[src/rtl/mlap_pkg.sv]
// shared types and constants of the mirrored-border cross filter
package mlap_pkg;

  // defaults of the top-level parameters
  localparam int DEF_MAX_WIDTH  = 1024;
  localparam int DEF_MAX_HEIGHT = 1024;
  localparam int DEF_PIXEL_BITS = 16;

  // fixed field widths
  localparam int VALUE_BITS = 34;
  localparam int DIM_BITS   = 11;
  localparam int COEF_BITS  = 16;

  // register reset values
  localparam logic [DIM_BITS-1:0]         RESET_FRAME_DIM   = 11'd1024;
  localparam logic signed [COEF_BITS-1:0] RESET_CENTER_COEF = 16'sd256;
  localparam logic signed [COEF_BITS-1:0] RESET_SIDE_COEF   = -16'sd64;

  // job queue between front and back
  localparam int QUEUE_DEPTH = 4;

  // window taps carried in a job, named by row (0 = oldest) and column (2 = newest)
  localparam int NUM_SLOTS = 8;
  localparam int SLOT_01   = 0;
  localparam int SLOT_02   = 1;
  localparam int SLOT_10   = 2;
  localparam int SLOT_11   = 3;
  localparam int SLOT_12   = 4;
  localparam int SLOT_20   = 5;
  localparam int SLOT_21   = 6;
  localparam int SLOT_22   = 7;

  // configuration register indexes
  typedef enum logic [1:0] {
    REG_FRAME_WIDTH  = 2'd0,
    REG_FRAME_HEIGHT = 2'd1,
    REG_CENTER_COEF  = 2'd2,
    REG_SIDE_COEF    = 2'd3
  } cfg_reg_t;

  // kernel weights
  typedef struct packed {
    logic signed [COEF_BITS-1:0] center;
    logic signed [COEF_BITS-1:0] side;
  } coefs_t;

  // position class of a pixel, decided by the front
  typedef struct packed {
    logic top;
    logic left_edge;
    logic row_end;
    logic last_row;
  } pos_flags_t;

  // which of the up to four results of a job is being built
  typedef enum logic [1:0] {
    RES_ABOVE_LEFT = 2'd0,
    RES_ABOVE      = 2'd1,
    RES_LEFT       = 2'd2,
    RES_HERE       = 2'd3
  } res_kind_t;

endpackage

[src/rtl/mlap_queue.sv]
// small register queue of jobs between front and back
module mlap_queue
  import mlap_pkg::*;
#(
  parameter int WIDTH = 8,
  parameter int DEPTH = QUEUE_DEPTH
) (
  input  logic             clk,
  input  logic             rst,
  input  logic             push_valid,
  output logic             push_ready,
  input  logic [WIDTH-1:0] push_data,
  output logic             pop_valid,
  input  logic             pop_ready,
  output logic [WIDTH-1:0] pop_data
);

  localparam int PTR_W = (DEPTH > 1) ? $clog2(DEPTH) : 1;
  localparam int CNT_W = $clog2(DEPTH + 1);

  logic [WIDTH-1:0] slots [DEPTH];
  logic [PTR_W-1:0] wr_ptr;
  logic [PTR_W-1:0] rd_ptr;
  logic [CNT_W-1:0] count;
  logic             push;
  logic             pop;

  assign push_ready = (count != CNT_W'(DEPTH));
  assign pop_valid  = (count != '0);
  assign push       = push_valid && push_ready;
  assign pop        = pop_valid && pop_ready;
  assign pop_data   = slots[rd_ptr];

  // storage
  always_ff @(posedge clk) begin
    if (push) begin
      slots[wr_ptr] <= push_data;
    end
  end

  // pointers and fill level
  always_ff @(posedge clk) begin
    if (rst) begin
      wr_ptr <= '0;
      rd_ptr <= '0;
      count  <= '0;
    end else begin
      if (push) begin
        wr_ptr <= (wr_ptr == PTR_W'(DEPTH - 1)) ? '0 : wr_ptr + PTR_W'(1);
      end
      if (pop) begin
        rd_ptr <= (rd_ptr == PTR_W'(DEPTH - 1)) ? '0 : rd_ptr + PTR_W'(1);
      end
      if (push && !pop) begin
        count <= count + CNT_W'(1);
      end else if (pop && !push) begin
        count <= count - CNT_W'(1);
      end
    end
  end

endmodule

[config.mk]
export PLATFORM = sky130hd
export DESIGN_NAME = mlap_queue
export DESIGN_NICKNAME = d
export VERILOG_FILES = /design/src/rtl/mlap_pkg.sv /design/src/rtl/mlap_queue.sv
export SDC_FILE = /design/constraint.sdc
export NUM_CORES = 1
export LEC_CHECK = 0
export BUFFER_PORTS_ARGS = -buffer_cell sky130_fd_sc_hd__buf_2
export CAP_MARGIN = 20
export CORE_MARGIN = 3
export CORE_UTILIZATION = 45
export DETAILED_ROUTE_END_ITERATION = 12
export GPL_TIMING_DRIVEN = 0
export PLACE_DENSITY = 0.63
export RECOVER_POWER = 100
export REMOVE_ABC_BUFFERS = 1
export SYNTH_ARGS = -nofsm -noshare
export SYNTH_HDL_FRONTEND = slang
export SYNTH_SLANG_ARGS = --single-unit
[constraint.sdc]
create_clock -name clk -period 3.81 [get_ports clk]
set_clock_uncertainty 0.2 [all_clocks]
set_input_delay 0.381 -clock clk [delete_from_list [all_inputs] [get_ports clk]]
set_output_delay 0.381 -clock clk [all_outputs]
set_load 0.02 [all_outputs]
==> flow_metrics.env, run 1 <==
export IMPL_status="complete, no violations"
export IMPL_drc_errors=0
export IMPL_vias_per_cell=5.21
export IMPL_final_cell_mix="edfxtp_1, clkbuf_1, dfxtp_1"
export IMPL_end_kind="flop"
export IMPL_die_area_um2=4390
export IMPL_reg2reg_to="count[2]"
export IMPL_holdCritPathClass="input port to flop"
export IMPL_rsz0062_at_grt="no"
export IMPL_num_io_pins=22
export IMPL_powerDensity_nw_per_um2=625
export IMPL_postSynthCellCount=90
export IMPL_synth_edff_count=32
export IMPL_cts_tree="done"
export IMPL_drv_cap=0
export IMPL_ant_nets=0
export IMPL_critical_path_top_delay_family="simple AND/OR/NAND/NOR gates"
export IMPL_place_congestion=0.660
export IMPL_grt_pass1_vias=842
export IMPL_grt_ovfl_total=0
export IMPL_finalCritPeriodShare_pct=67.6
export IMPL_cts_buffers=5
export IMPL_dieHeight_um=66.3
export IMPL_layout_nets=133
export IMPL_htreeDepth=2
export IMPL_grt_total_usage_pct=13.0
export IMPL_drive_gt1_share_pct=19.1
export IMPL_p_total_mw=1.13
export IMPL_min_from="push_data[0]"
export IMPL_finalCriticalPeriod_ps=2570
export IMPL_cts_clk_slew_worst_paths_ps=110
export IMPL_path_cells="or3b_1 > and2_0 > ha_1 > inv_1 > fa_1 > xor2_1 > or3_2 > a21oi_1"
export IMPL_rrSetupSlack_ps=1240
export IMPL_synthFlopType="edfxtp_1"
export IMPL_fin_setup_tns_ps=0
export IMPL_grt_pass1_wl_um=4000
export IMPL_critPathMaxFanout=7
export IMPL_cts_root_buf="clkbuf_4"
export IMPL_finalHoldViolations=0
export IMPL_rr_startpoint="count[0]"
export IMPL_via_count=839
export IMPL_slew_headroom_pct=62.0
export IMPL_grt_max_degree=14
export IMPL_critical_path_buf_inv_count=1
export IMPL_maxSlewViolCount=0
export IMPL_ir_drop_mv=0.310
export IMPL_cp_required_ps=3890
export IMPL_clk_path_buf_depth=2
export IMPL_postSynthAreaPerCell_um2=18.2
export IMPL_holdPathStages=1
export IMPL_routed_wl_um=2380
export IMPL_max_stage_delay_ps=440
export IMPL_holdWs_ps=93.3
export IMPL_ctsHoldBuffers=0
export IMPL_die_x_um=66.3
export IMPL_p_leak_nw=0.625
export IMPL_critPathLaunchType="flop"
export IMPL_ys_seq_elements=41
export IMPL_fin_util_pct=52.8
export IMPL_clock_sinks=41
export IMPL_layout_commonest_cell="edfxtp_1"
export IMPL_worst_pin_slew_ps=570
export IMPL_ys_seq_area_share_pct=69.8
export IMPL_hpwlAfterDp_um=1700
export IMPL_ff2ff_path_depth=8
export IMPL_diodes=0
export IMPL_area_growth_pct=10.4
export IMPL_antenna_found_initial=0
export IMPL_cts_setup_buffers=0
export IMPL_clock_fmax_ghz=0.388
export IMPL_crit_slowest_cell="dfxtp_1"
export IMPL_syn_cell_area_um2=1630
export IMPL_clock_latency_ps=340
export IMPL_core_um2=3420
export IMPL_crit_type="flop to flop"
export IMPL_worstHoldEndpoint="slots[1][0]"
export IMPL_drtIter0Drc=35
export IMPL_start_util_pct=47.8
export IMPL_n_fill_cell=307
export IMPL_drt_first_pass_iters=2
export IMPL_synthArstFlopShare_pct=0
export IMPL_cp_arrival_ps=2650
export IMPL_wl_per_cell_um=14.8
export IMPL_crit_path_start="count[0]"
export IMPL_finalSetupViolCount=0
export IMPL_io_buffers=21
export IMPL_synth_distinct_cells=26
export IMPL_cts_resized=0
export IMPL_ys_warn_count=0
export IMPL_num_rows=21
## registers in the layout (all words and copies together) (netlist names), named ones only
signal,flops
wr_ptr,2
slots,32
rd_ptr,2
count,3
## power by group
| part | leakage (nW) | switching, mW | internal (mW) |
|---|---|---|---|
| clock network | 0.0310 | 0.133 | 0.0696 |
| registers | 0.367 | 0.0557 | 0.549 |
| logic | 0.227 | 0.179 | 0.142 |
## cell type report
class	count	area [um2]	area share, %
Clock buffer	5	37.5	2.08
Clock inverter	3	17.5	0.971
Inverter	3	11.3	0.624
Multi-Input combinational cell	42	457	25.3
Sequential cell	41	1140	63.2
Tap cell	46	57.6	3.19
Timing Repair Buffer	21	82.6	4.58
## logic make-up after synthesis
group                    Yosys count  share of synthesized area, %
AO/OA/AOI/OAI                      5                          2.14
XOR/XNOR                           2                          1.07
adder cells (fa/ha/maj)            7                          5.82
buffers and inverters              7                          1.76
flip-flops                        41                          69.8
multiplexers                      11                          12.9
AND/OR/NAND/NOR                   17                          6.51
## synth_stat cells (2+ instances only)
cell type / number / share of area (%)
edfxtp_1: 32 / 59
a21oi_1: 2 / 0.61
mux2i_1: 3 / 1.8
ha_1: 6 / 4.6
nor2_1: 3 / 0.69
mux4_2: 8 / 11
nand2b_1: 2 / 0.77
or3_2: 2 / 0.92
and3_2: 4 / 1.8
xor2_1: 2 / 1.1
inv_1: 3 / 0.69
dfxtp_1: 9 / 11
## worst reg2reg max path, cell delays in order (launching register included)
cell     delay, ps
dfxtp_1        440
or3b_1         240
and2_0         270
ha_1           220
inv_1           60
fa_1           370
xor2_1         160
or3_2          400
a21oi_1        160
## how the worst max path moves through the flow
stage	endpoint	slack [ps]	cells past startpoint
floorplan	count[2]	1370	8
global placement	count[2]	1310	7
detailed placement	count[2]	1220	7
CTS	count[2]	1210	7
global route	count[2]	1080	8
finish	count[2]	1240	8
## through the flow
step | instances | setup slack [ps] | area (um2)
after global placement | 153 | 1310 | 1780
after floorplan | 86 | 1370 | 1620
after global routing | 161 | 1080 | 1800
after CTS | 161 | 1210 | 1830
after detailed placement | 153 | 1220 | 1780
final | 161 | 1240 | 1800
## layer usage
layer	part of all wire [%]	vias to the layer above	GRT usage, %
li1	-	396	-
met3	5.3	6	5.78
met5	0	-	0
met1	41	418	14.8
met2	52	19	21.4
met4	1.7	0	4.57
No activity file was read; power rests on OpenSTA's default activity.
==> run 2: changes to the inputs <==
- clock period: 3.81 -> 2.41 ns (I/O delays scaled with it)
==> run 2 against run 1 <==
Compared with the run above: fmax rose by 10%; core utilization grew 4.0 points; final cell count up 6.8%; sequential share of layout area fell by 4.2 points; die area unchanged; setup slack got worse by 1200 ps; clock-buffer cell count did not move; total power grew 65%; first-iteration DRC count increased by 43%; largest cell class unchanged.
==> flow_metrics.env, run 2 (synthesis gave the netlist of run 1 again) <==
export IMPL_status="complete, no violations"
export IMPL_powerDensity_nw_per_um2=957
export IMPL_diodes=0
export IMPL_cp_required_ps=2480
export IMPL_ir_drop_mv=0.467
export IMPL_hpwlAfterDp_um=1700
export IMPL_cts_root_buf="clkbuf_4"
export IMPL_clk_path_buf_depth=2
export IMPL_via_count=868
export IMPL_dieHeight_um=66.3
export IMPL_drtIter0Drc=50
export IMPL_io_buffers=21
export IMPL_regMostFlops="slots"
export IMPL_n_fill_cell=288
export IMPL_drt_first_pass_iters=4
export IMPL_antenna_found_initial=0
export IMPL_largest_reg_flops=32
export IMPL_cts_clk_slew_worst_paths_ps=110
export IMPL_holdCritPathClass="input port to flop"
export IMPL_finalCriticalPeriod_ps=2340
export IMPL_drc_errors=0
export IMPL_cts_tree="done"
export IMPL_finalHoldViolations=0
export IMPL_num_rows=21
export IMPL_ant_nets=0
export IMPL_p_leak_nw=0.697
export IMPL_worst_pin_slew_ps=569
export IMPL_critPathMaxFanout=5
export IMPL_grt_pass1_wl_um=4220
export IMPL_num_io_pins=22
export IMPL_finalSetupViolCount=0
export IMPL_grt_max_degree=14
export IMPL_end_kind="flop"
export IMPL_clock_sinks=41
export IMPL_crit_type="flop to flop"
export IMPL_htreeDepth=2
export IMPL_finalCritPeriodShare_pct=97.0
export IMPL_wl_per_cell_um=14.1
export IMPL_vias_per_cell=5.05
export IMPL_grt_pass1_vias=893
export IMPL_worst_slack_ps=71.6
export IMPL_clock_latency_ps=340
export IMPL_die_x_um=66.3
export IMPL_rsz0062_at_grt="no"
export IMPL_critPathLaunchType="flop"
export IMPL_die_area_um2=4390
export IMPL_layout_commonest_cell="edfxtp_1"
export IMPL_grt_total_usage_pct=13.6
export IMPL_layout_nets=144
export IMPL_cts_buffers=5
export IMPL_area_growth_pct=18.8
export IMPL_slew_headroom_pct=62.0
export IMPL_drv_cap=0
export IMPL_core_um2=3420
export IMPL_fin_util_pct=56.8
export IMPL_final_cell_mix="edfxtp_1, clkbuf_1, dlygate4sd3_1"
export IMPL_place_congestion=0.660
export IMPL_grt_ovfl_total=0
export IMPL_maxSlewViolCount=0
export IMPL_cp_arrival_ps=2410
export IMPL_largestRegisters="slots: 32 flops, count: 3 flops"
export IMPL_drive_gt1_share_pct=28.6
export IMPL_routed_wl_um=2420
export IMPL_start_util_pct=47.8
export IMPL_clock_fmax_ghz=0.428
export IMPL_place_ws_ps=-182
run 2: cell types whose count changed in the layout (fill, tap and decap cells not counted), moves of 2 or more:
cell,before,now
dfxtp_1,9,6
dfxtp_2,0,2
clkbuf_2,0,8
dlygate4sd3_1,0,10
clkbuf_1,18,11
run 2: worst paths after layout:
path | start | end | slack [ps] | depth (start not counted)
min reg2reg | rd_ptr[0] | rd_ptr[0] | 310 | 2
max | count[2] | count[2] | 70 | 8
max reg2reg | count[2] | count[2] | 70 | 8
min | pop_ready | rd_ptr[0] | 70 | 4
run 2: cell type report:
| type | count | area [um2] | share of cell area [%] |
|---|---|---|---|
| multi-input cells | 42 | 474 | 24.4 |
| clock buffers | 5 | 37.5 | 1.93 |
| flip-flops and latches | 41 | 1150 | 59.1 |
| clock inverters | 3 | 17.5 | 0.902 |
| repair buffers | 32 | 196 | 10.1 |
| well taps | 46 | 57.6 | 2.96 |
| inverters | 3 | 11.3 | 0.580 |
run 2: what timing repair did:
action | 4_1_cts | 5_1_grt
gates cloned | 0 | 0
gates resized for setup | 6 | 3
pin swaps | 0 | 2
setup endpoints to repair | 1 | 1
hold buffers | 10 | 0
hold endpoints to repair | 40 | 0
setup buffers | 0 | 1
run 2: where the power goes:
group	total (mW)	switching, mW	leakage [nW]	internal, mW
registers	0.978	0.101	0.369	0.877
clock network	0.321	0.211	0.0310	0.110
logic	0.560	0.291	0.298	0.269
total	1.86	0.603	0.697	1.26
run 2: per-stage QoR:
stage	area, um2	TNS [ps]	power, mW	cells	hold WS (ps)
3_5_place_dp	1780	-182	1.52	153	258
5_1_grt	1940	0	1.99	172	85.8
4_1_cts	1950	0	1.88	171	45.3
3_3_place_gp	1780	-92.5	1.50	153	252
2_1_floorplan	1620	-29.0	1.36	86	110
6_report	1940	0	1.86	172	71.6
run 2: metal layers:
| metal | GRT usage [%] | wire length, um | share of wire, % | vias to the layer above |
|---|---|---|---|---|
| li1 | - | - | - | 418 |
| met1 | 15.3 | 999 | 41 | 422 |
| met2 | 23.2 | 1230 | 51 | 23 |
| met3 | 5.78 | 150 | 6.2 | 5 |
| met4 | 4.57 | 42 | 1.7 | 0 |
| met5 | 0 | 0 | 0 | - |
run 2: worst max-delay path, stage by stage (launching register included):
cell and delay [ps]:
dfxtp_4 380, or3b_4 230, and2_4 150, ha_1 170, inv_1 60, fa_1 370
xor2_1 160, or3_2 420, a21oi_2 150
