--- config.mk ---
export PLATFORM = sky130hd
export DESIGN_NAME = mlap_back_flat
export DESIGN_NICKNAME = d
export VERILOG_FILES = /design/src/rtl/mlap_pkg.sv /design/src/rtl/mlap_ifs.sv /design/src/rtl/mlap_back.sv /design/src/flat_wrapper.sv
export SDC_FILE = /design/constraint.sdc
export NUM_CORES = 2
export LEC_CHECK = 0
export ABC_CLOCK_PERIOD_IN_PS = 7150
export BUFFER_PORTS_ARGS = -buffer_cell sky130_fd_sc_hd__buf_4
export CORE_ASPECT_RATIO = 1.1
export CORE_MARGIN = 5
export CORE_UTILIZATION = 45
export DETAILED_ROUTE_END_ITERATION = 6
export PLACE_DENSITY = 0.75
export SYNTH_ARGS = -nofsm -noshare
export SYNTH_HDL_FRONTEND = slang
export SYNTH_SLANG_ARGS = --single-unit
--- constraint.sdc ---
create_clock -name clk -period 7.15 [get_ports clk]
set_clock_uncertainty 0.2 [all_clocks]
set_input_delay 0.715 -clock clk [delete_from_list [all_inputs] [get_ports clk]]
set_output_delay 0.715 -clock clk [all_outputs]
set_load 0.02 [all_outputs]
--- src/rtl/mlap_pkg.sv ---
// shared types and constants of the mirrored-border cross filter
package mlap_pkg;

  // defaults of the top-level parameters
  localparam int DEF_MAX_WIDTH  = 1024;
  localparam int DEF_MAX_HEIGHT = 1024;
  localparam int DEF_PIXEL_BITS = 16;

  // fixed field widths
  localparam int VALUE_BITS = 34;
  localparam int DIM_BITS   = 11;
  localparam int COEF_BITS  = 16;

  // register reset values
  localparam logic [DIM_BITS-1:0]         RESET_FRAME_DIM   = 11'd1024;
  localparam logic signed [COEF_BITS-1:0] RESET_CENTER_COEF = 16'sd256;
  localparam logic signed [COEF_BITS-1:0] RESET_SIDE_COEF   = -16'sd64;

  // job queue between front and back
  localparam int QUEUE_DEPTH = 4;

  // window taps carried in a job, named by row (0 = oldest) and column (2 = newest)
  localparam int NUM_SLOTS = 8;
  localparam int SLOT_01   = 0;
  localparam int SLOT_02   = 1;
  localparam int SLOT_10   = 2;
  localparam int SLOT_11   = 3;
  localparam int SLOT_12   = 4;
  localparam int SLOT_20   = 5;
  localparam int SLOT_21   = 6;
  localparam int SLOT_22   = 7;

  // configuration register indexes
  typedef enum logic [1:0] {
    REG_FRAME_WIDTH  = 2'd0,
    REG_FRAME_HEIGHT = 2'd1,
    REG_CENTER_COEF  = 2'd2,
    REG_SIDE_COEF    = 2'd3
  } cfg_reg_t;

  // kernel weights
  typedef struct packed {
    logic signed [COEF_BITS-1:0] center;
    logic signed [COEF_BITS-1:0] side;
  } coefs_t;

  // position class of a pixel, decided by the front
  typedef struct packed {
    logic top;
    logic left_edge;
    logic row_end;
    logic last_row;
  } pos_flags_t;

  // which of the up to four results of a job is being built
  typedef enum logic [1:0] {
    RES_ABOVE_LEFT = 2'd0,
    RES_ABOVE      = 2'd1,
    RES_LEFT       = 2'd2,
    RES_HERE       = 2'd3
  } res_kind_t;

endpackage

--- src/rtl/mlap_ifs.sv ---


interface mlap_res_if
  import mlap_pkg::*;
#(
  parameter int MAX_WIDTH  = DEF_MAX_WIDTH,
  parameter int MAX_HEIGHT = DEF_MAX_HEIGHT
);
  localparam int COL_BITS = $clog2(MAX_WIDTH);
  localparam int ROW_BITS = $clog2(MAX_HEIGHT);

  logic                         valid;
  logic                         ready;
  logic signed [VALUE_BITS-1:0] filtered_value;
  logic [ROW_BITS-1:0]          out_row;
  logic [COL_BITS-1:0]          out_col;
  logic                         last_of_item;
  logic                         end_of_frame;

  modport source (output valid, filtered_value, out_row, out_col, last_of_item, end_of_frame,
                  input ready);
  modport sink   (input valid, filtered_value, out_row, out_col, last_of_item, end_of_frame,
                  output ready);
endinterface


--- src/rtl/mlap_back.sv ---
// back: expands a job into its results and computes the weighted cross sums
module mlap_back
  import mlap_pkg::*;
#(
  parameter int MAX_WIDTH  = DEF_MAX_WIDTH,
  parameter int MAX_HEIGHT = DEF_MAX_HEIGHT,
  parameter int PIXEL_BITS = DEF_PIXEL_BITS,
  localparam int COL_BITS  = $clog2(MAX_WIDTH),
  localparam int ROW_BITS  = $clog2(MAX_HEIGHT)
) (
  input  logic                                 clk,
  input  logic                                 rst,
  input  coefs_t                               coefs,
  input  logic                                 job_valid,
  output logic                                 job_ready,
  input  logic [NUM_SLOTS-1:0][PIXEL_BITS-1:0] job_pix,
  input  logic [ROW_BITS-1:0]                  job_row,
  input  logic [COL_BITS-1:0]                  job_col,
  input  pos_flags_t                           job_flags,
  mlap_res_if.source                           results
);

  localparam int P       = PIXEL_BITS;
  localparam int SIDE_W  = P + 2;
  localparam int CPROD_W = COEF_BITS + P;
  localparam int SPROD_W = COEF_BITS + SIDE_W;
  localparam int SUM_W   = SPROD_W + 1;

  res_kind_t kind;
  res_kind_t kind_next;
  res_kind_t kind_after;
  logic      more;
  logic      adv;
  logic      take;

  logic signed [P-1:0] w01, w02, w10, w11, w12, w20, w21, w22;
  logic signed [P-1:0] up, left, mid, right, down;
  logic signed [SIDE_W-1:0] sides;
  logic [ROW_BITS-1:0] sel_row;
  logic [COL_BITS-1:0] sel_col;

  logic                      b1_valid;
  logic signed [P-1:0]       b1_mid;
  logic signed [SIDE_W-1:0]  b1_sides;
  logic [ROW_BITS-1:0]       b1_row;
  logic [COL_BITS-1:0]       b1_col;
  logic                      b1_last;
  logic                      b1_eof;

  logic                      b2_valid;
  logic signed [CPROD_W-1:0] b2_cprod;
  logic signed [SPROD_W-1:0] b2_sprod;
  logic [ROW_BITS-1:0]       b2_row;
  logic [COL_BITS-1:0]       b2_col;
  logic                      b2_last;
  logic                      b2_eof;

  logic signed [SUM_W-1:0]   sum;

  logic                      o_valid;
  logic signed [VALUE_BITS-1:0] o_value;
  logic [ROW_BITS-1:0]       o_row;
  logic [COL_BITS-1:0]       o_col;
  logic                      o_last;
  logic                      o_eof;

  // whole pipeline moves when the output register is free or being taken
  assign adv       = !o_valid || results.ready;
  assign take      = job_valid && adv;
  assign job_ready = take && !more;

  // result sequencer state
  always_ff @(posedge clk) begin
    if (rst) begin
      kind <= RES_ABOVE_LEFT;
    end else begin
      kind <= kind_next;
    end
  end

  // which result follows the current one in this job
  always_comb begin
    kind_after = RES_ABOVE_LEFT;
    more       = 1'b0;
    case (kind)
      RES_ABOVE_LEFT: begin
        if (job_flags.row_end) begin
          kind_after = RES_ABOVE;
          more       = 1'b1;
        end else if (job_flags.last_row) begin
          kind_after = RES_LEFT;
          more       = 1'b1;
        end
      end
      RES_ABOVE: begin
        if (job_flags.last_row) begin
          kind_after = RES_LEFT;
          more       = 1'b1;
        end
      end
      RES_LEFT: begin
        if (job_flags.row_end) begin
          kind_after = RES_HERE;
          more       = 1'b1;
        end
      end
      RES_HERE: begin
        more = 1'b0;
      end
      default: begin
        more = 1'b0;
      end
    endcase
    kind_next = kind;
    if (take) begin
      kind_next = more ? kind_after : RES_ABOVE_LEFT;
    end
  end

  assign w01 = $signed(job_pix[SLOT_01]);
  assign w02 = $signed(job_pix[SLOT_02]);
  assign w10 = $signed(job_pix[SLOT_10]);
  assign w11 = $signed(job_pix[SLOT_11]);
  assign w12 = $signed(job_pix[SLOT_12]);
  assign w20 = $signed(job_pix[SLOT_20]);
  assign w21 = $signed(job_pix[SLOT_21]);
  assign w22 = $signed(job_pix[SLOT_22]);

  // neighbor selection with reflected borders
  always_comb begin
    case (kind)
      RES_ABOVE_LEFT: begin
        up      = job_flags.top ? w21 : w01;
        left    = job_flags.left_edge ? w12 : w10;
        mid     = w11;
        right   = w12;
        down    = w21;
        sel_row = job_row - ROW_BITS'(1);
        sel_col = job_col - COL_BITS'(1);
      end
      RES_ABOVE: begin
        up      = job_flags.top ? w22 : w02;
        left    = w11;
        mid     = w12;
        right   = w11;
        down    = w22;
        sel_row = job_row - ROW_BITS'(1);
        sel_col = job_col;
      end
      RES_LEFT: begin
        up      = w11;
        left    = job_flags.left_edge ? w22 : w20;
        mid     = w21;
        right   = w22;
        down    = w11;
        sel_row = job_row;
        sel_col = job_col - COL_BITS'(1);
      end
      default: begin
        up      = w12;
        left    = w21;
        mid     = w22;
        right   = w21;
        down    = w12;
        sel_row = job_row;
        sel_col = job_col;
      end
    endcase
    sides = SIDE_W'(up) + SIDE_W'(left) + SIDE_W'(right) + SIDE_W'(down);
  end

  // valid bits of the three stages
  always_ff @(posedge clk) begin
    if (rst) begin
      b1_valid <= 1'b0;
      b2_valid <= 1'b0;
      o_valid  <= 1'b0;
    end else if (adv) begin
      b1_valid <= job_valid;
      b2_valid <= b1_valid;
      o_valid  <= b2_valid;
    end
  end

  assign sum = SUM_W'(b2_cprod) + SUM_W'(b2_sprod);

  // operand, product and sum stages
  always_ff @(posedge clk) begin
    if (adv) begin
      b1_mid   <= mid;
      b1_sides <= sides;
      b1_row   <= sel_row;
      b1_col   <= sel_col;
      b1_last  <= !more;
      b1_eof   <= (kind == RES_HERE);

      b2_cprod <= coefs.center * b1_mid;
      b2_sprod <= coefs.side * b1_sides;
      b2_row   <= b1_row;
      b2_col   <= b1_col;
      b2_last  <= b1_last;
      b2_eof   <= b1_eof;

      o_value  <= VALUE_BITS'(sum);
      o_row    <= b2_row;
      o_col    <= b2_col;
      o_last   <= b2_last;
      o_eof    <= b2_eof;
    end
  end

  assign results.valid          = o_valid;
  assign results.filtered_value = o_value;
  assign results.out_row        = o_row;
  assign results.out_col        = o_col;
  assign results.last_of_item   = o_last;
  assign results.end_of_frame   = o_eof;

endmodule

--- src/flat_wrapper.sv ---
// flat-port wrapper written by rule: the top's interface ports become plain ports
module mlap_back_flat import mlap_pkg::*;
#(
  parameter int MAX_WIDTH  = DEF_MAX_WIDTH,
  parameter int MAX_HEIGHT = DEF_MAX_HEIGHT,
  parameter int PIXEL_BITS = DEF_PIXEL_BITS,
  localparam int COL_BITS  = $clog2(MAX_WIDTH),
  localparam int ROW_BITS  = $clog2(MAX_HEIGHT)
)
  (clk, rst, coefs, job_valid, job_ready, job_pix, job_row, job_col, job_flags, results_valid, results_filtered_value, results_out_row, results_out_col, results_last_of_item, results_end_of_frame, results_ready);
  mlap_res_if #(.MAX_WIDTH(MAX_WIDTH), .MAX_HEIGHT(MAX_HEIGHT)) results_i ();
  input  logic clk;
  input  logic rst;
  input  coefs_t coefs;
  input  logic job_valid;
  output logic job_ready;
  input  logic [NUM_SLOTS-1:0][PIXEL_BITS-1:0] job_pix;
  input  logic [ROW_BITS-1:0] job_row;
  input  logic [COL_BITS-1:0] job_col;
  input  pos_flags_t job_flags;
  output wire logic [$bits(results_i.valid)-1:0] results_valid;
  output wire logic [$bits(results_i.filtered_value)-1:0] results_filtered_value;
  output wire logic [$bits(results_i.out_row)-1:0] results_out_row;
  output wire logic [$bits(results_i.out_col)-1:0] results_out_col;
  output wire logic [$bits(results_i.last_of_item)-1:0] results_last_of_item;
  output wire logic [$bits(results_i.end_of_frame)-1:0] results_end_of_frame;
  input wire logic [$bits(results_i.ready)-1:0] results_ready;
  assign results_valid = results_i.valid;
  assign results_filtered_value = results_i.filtered_value;
  assign results_out_row = results_i.out_row;
  assign results_out_col = results_i.out_col;
  assign results_last_of_item = results_i.last_of_item;
  assign results_end_of_frame = results_i.end_of_frame;
  assign results_i.ready = results_ready;
  mlap_back #(.MAX_WIDTH(MAX_WIDTH), .MAX_HEIGHT(MAX_HEIGHT), .PIXEL_BITS(PIXEL_BITS)) u_core (.clk(clk), .rst(rst), .coefs(coefs), .job_valid(job_valid), .job_ready(job_ready), .job_pix(job_pix), .job_row(job_row), .job_col(job_col), .job_flags(job_flags), .results(results_i));
endmodule
==> results.sh <==
export IMPL_most_common_layout_cells="inv_1, fa_1, nand2_1, buf_4, and2_1"
export IMPL_num_rows=103
export IMPL_fillCellCount=6434
export IMPL_grt_pass1_vias=25462
export IMPL_crit_chain="and2_1, fa_1, inv_1, fa_1, fa_1, inv_1, fa_1, fa_1, inv_1, fa_1, inv_1, ha_1, a21o_1, a21o_1, a21o_1, a221oi_1, a21oi_1, o211ai_1, nor2b_1, o21ai_0, xor2_1"
export IMPL_clk_path_buf_depth=3
export IMPL_cts_root_buf="clkbuf_16"
export IMPL_end_kind="flip-flop"
export IMPL_drc_errors=0
export IMPL_syn_nets=4274
export IMPL_htreeDepth=1
export IMPL_critical_path_class="reg -> reg"
export IMPL_die_h_um=291.9
export IMPL_path_clk_slew_ns=0.06
export IMPL_vias_per_cell=5.308
export IMPL_crit_fanout=16
export IMPL_io_buffers=245
export IMPL_ys_seq_elements=205
export IMPL_ys_warn_count=0
export IMPL_drtPass1Iterations=5
export IMPL_maxSlewViolCount=0
export IMPL_final_min_clock_period_ns=6.810
export IMPL_cts_buffers=26
export IMPL_finalHoldViolCount=0
export IMPL_initial_utilization_pct=45.30
export IMPL_antenna_cells=0
export IMPL_antenna_found_initial=1
export IMPL_gp_congestion=0.9777
export IMPL_areaGrowthSynthToFinish_pct=12.30
export IMPL_coreArea_um2=71780
export IMPL_die_area_um2=77750
export IMPL_relSlewSlack_pct=42.40
export IMPL_grt_pass1_wl_mm=134.0
export IMPL_cpMaxStageDelayCell="edfxtp_1"
export IMPL_worstMarginPinSlew_ns=0.8640
export IMPL_max_cap_violations=0
export IMPL_multiInputGateArea_um2=23540
export IMPL_cp_arrival_ns=6.88
export IMPL_clkLatencyLatePin_ns=0.57
export IMPL_drive_gt1_share_pct=11.43
export IMPL_sequential_cell_area_um2=6113
export IMPL_status="finished clean"
export IMPL_grt_usage_pct=21.62
export IMPL_cts_num_sinks=205
export IMPL_drt_iter0_drc=1384
export IMPL_syn_area_per_cell_um2=9.915
export IMPL_synth_edf_count=200
export IMPL_rsz0062_at_grt="no"
export IMPL_worst_setup_path_start_kind="flip-flop"
export IMPL_final_setup_viol_count=0
export IMPL_mostFrequentLayoutCell="inv_1"
export IMPL_hold_buffers=0
export IMPL_synth_area_um2=32520
export IMPL_finalWirelength_mm=83.51
export IMPL_yosysSeqAreaShare_pct=18.78
export IMPL_vias=23630
export IMPL_cp_slowest_stage_delay_ns=0.70
export IMPL_cpMostUsedCell="fa_1"
export IMPL_io_pins=246
export IMPL_die_x_um=266.3
export IMPL_antenna_violating_nets_post_route=0
export IMPL_wl_per_cell_um=18.76
export IMPL_cts_tree="yes"
export IMPL_grt_overflow=0
export IMPL_layout_nets=4481
export IMPL_synthArstFlopShare_pct=0
export IMPL_fmax_mhz=146.8
export IMPL_fin_crit_sh_pct=95.24
export IMPL_dpl_hpwl_mm=69.17
export IMPL_grt_max_degree=74
export IMPL_worst_ep_required_time_ns=7.22
export IMPL_synthCells=3280
export IMPL_yosysUniqueCellTypes=68
export IMPL_ys_flop_type="edfxtp_1"
export IMPL_hold_class="in -> reg"
export IMPL_finalSetupTns_ns=0
==> metrics by stage <==
| stage | setup WS, ns | cell area [um^2] | hold WS [ns] | utilization, % | instances |
|---|---|---|---|---|---|
| 3_5_place_dp | 0.08720 | 35440 | 0.2045 | 49.38 | 4396 |
| 2_1_floorplan | 0.2074 | 32520 | 0.2003 | - | 3280 |
| 5_1_grt | 0.03322 | 36520 | 0.1523 | 50.88 | 4452 |
| 6_report | 0.3401 | 36520 | 0.1661 | 50.88 | 4452 |
| 4_1_cts | 0.1814 | 36400 | 0.1396 | 50.71 | 4444 |
| 3_3_place_gp | 0.2144 | 35440 | 0.2012 | 49.38 | 4396 |
==> cell families (layout without fill, tap and decap cells) <==
family	Yosys count	count (layout)	synth area share, %
AND/OR/NAND/NOR	889	889	13.39
adder cells (fa/ha/maj)	806	806	44.54
buffers and inverters	769	996	8.880
AO/OA/AOI/OAI	407	407	7.991
flip-flops	205	205	18.78
XOR/XNOR	135	135	3.636
multiplexers	69	69	2.786
==> final timing paths <==
kind / startpoint / to / slack [ns] / cells past startpoint
setup / recovery: u_core.b1_mid[5] / u_core.b2_cprod[29] / 0.34 / 21
hold / removal: rst / u_core.kind[0] / 0.17 / 2
setup reg to reg: u_core.b1_mid[5] / u_core.b2_cprod[29] / 0.34 / 21
hold reg to reg: u_core.b2_row[2] / u_core.results.out_row[2] / 0.21 / 0
==> flip-flops by register name (all words and copies together) (netlist names), 2 cells and up <==
| name | flops |
|---|---|
| u_core.b2_row | 10 |
| u_core.b2_cprod | 32 |
| u_core.kind | 2 |
| u_core.b2_sprod | 34 |
| u_core.b2_col | 10 |
| u_core.results.filtered_value | 34 |
| u_core.results.out_row | 10 |
| u_core.b1_sides | 18 |
| u_core.b1_col | 10 |
| u_core.b1_row | 10 |
| u_core.b1_mid | 16 |
| u_core.results.out_col | 10 |
==> area by class of cell <==
cell class              instances  area share (%)
clock inverters                17          0.7400
clock buffers                  31           1.888
repair buffers                297           6.242
multi-input cells            2306           64.44
flip-flops and latches        205           16.74
well taps                     945           3.238
inverters                     651           6.711
==> worst max-delay path: cells and delay by family, from the launching register on <==
family / cells / cell delay (ns)
fa+ha+maj: 7 / 3.30
compound gates: 7 / 1.47
flops: 1 / 0.70
simple gates: 2 / 0.45
buf+inv: 4 / 0.20
xor+xnor: 1 / 0.15
==> synthesized netlist by cell type (15+ instances only) <==
library cell,instances,area [um^2]
inv_1,650,2440
fa_1,586,11730
nand2_1,329,1235
and2_1,263,1645
ha_1,220,2753
edfxtp_1,200,6006
nor2_1,152,570.6
a21oi_1,144,720.7
clkbuf_1,104,390.4
xnor2_1,96,840.8
o21ai_0,88,440.4
a21o_1,49,367.9
xor2_1,39,341.6
mux2i_1,32,320.3
nand2b_1,23,143.9
nor3b_1,23,172.7
mux2_2,22,247.7
nor3_1,22,110.1
nand3_1,19,95.09
a22o_1,18,157.7
o21bai_1,16,120.1
mux4_2,15,337.8
o21a_1,15,112.6
==> layer usage <==
metal	track usage, %	vias up	wire length, um
met4	8.665	2	4046
met2	38.49	891	42350
met1	26.03	11804	30950
met3	3.758	204	6151
li1	-	10729	-
met5	0	-	13
==> what timing repair did <==
item,4_1_cts,5_1_grt
setup endpoints to repair,0,7
buffers inserted,0,8
resized for setup,0,2
Power is left out: the tool's default activity adds up to more than one toggle a clock period on the data nets, which glitch-free logic cannot reach.
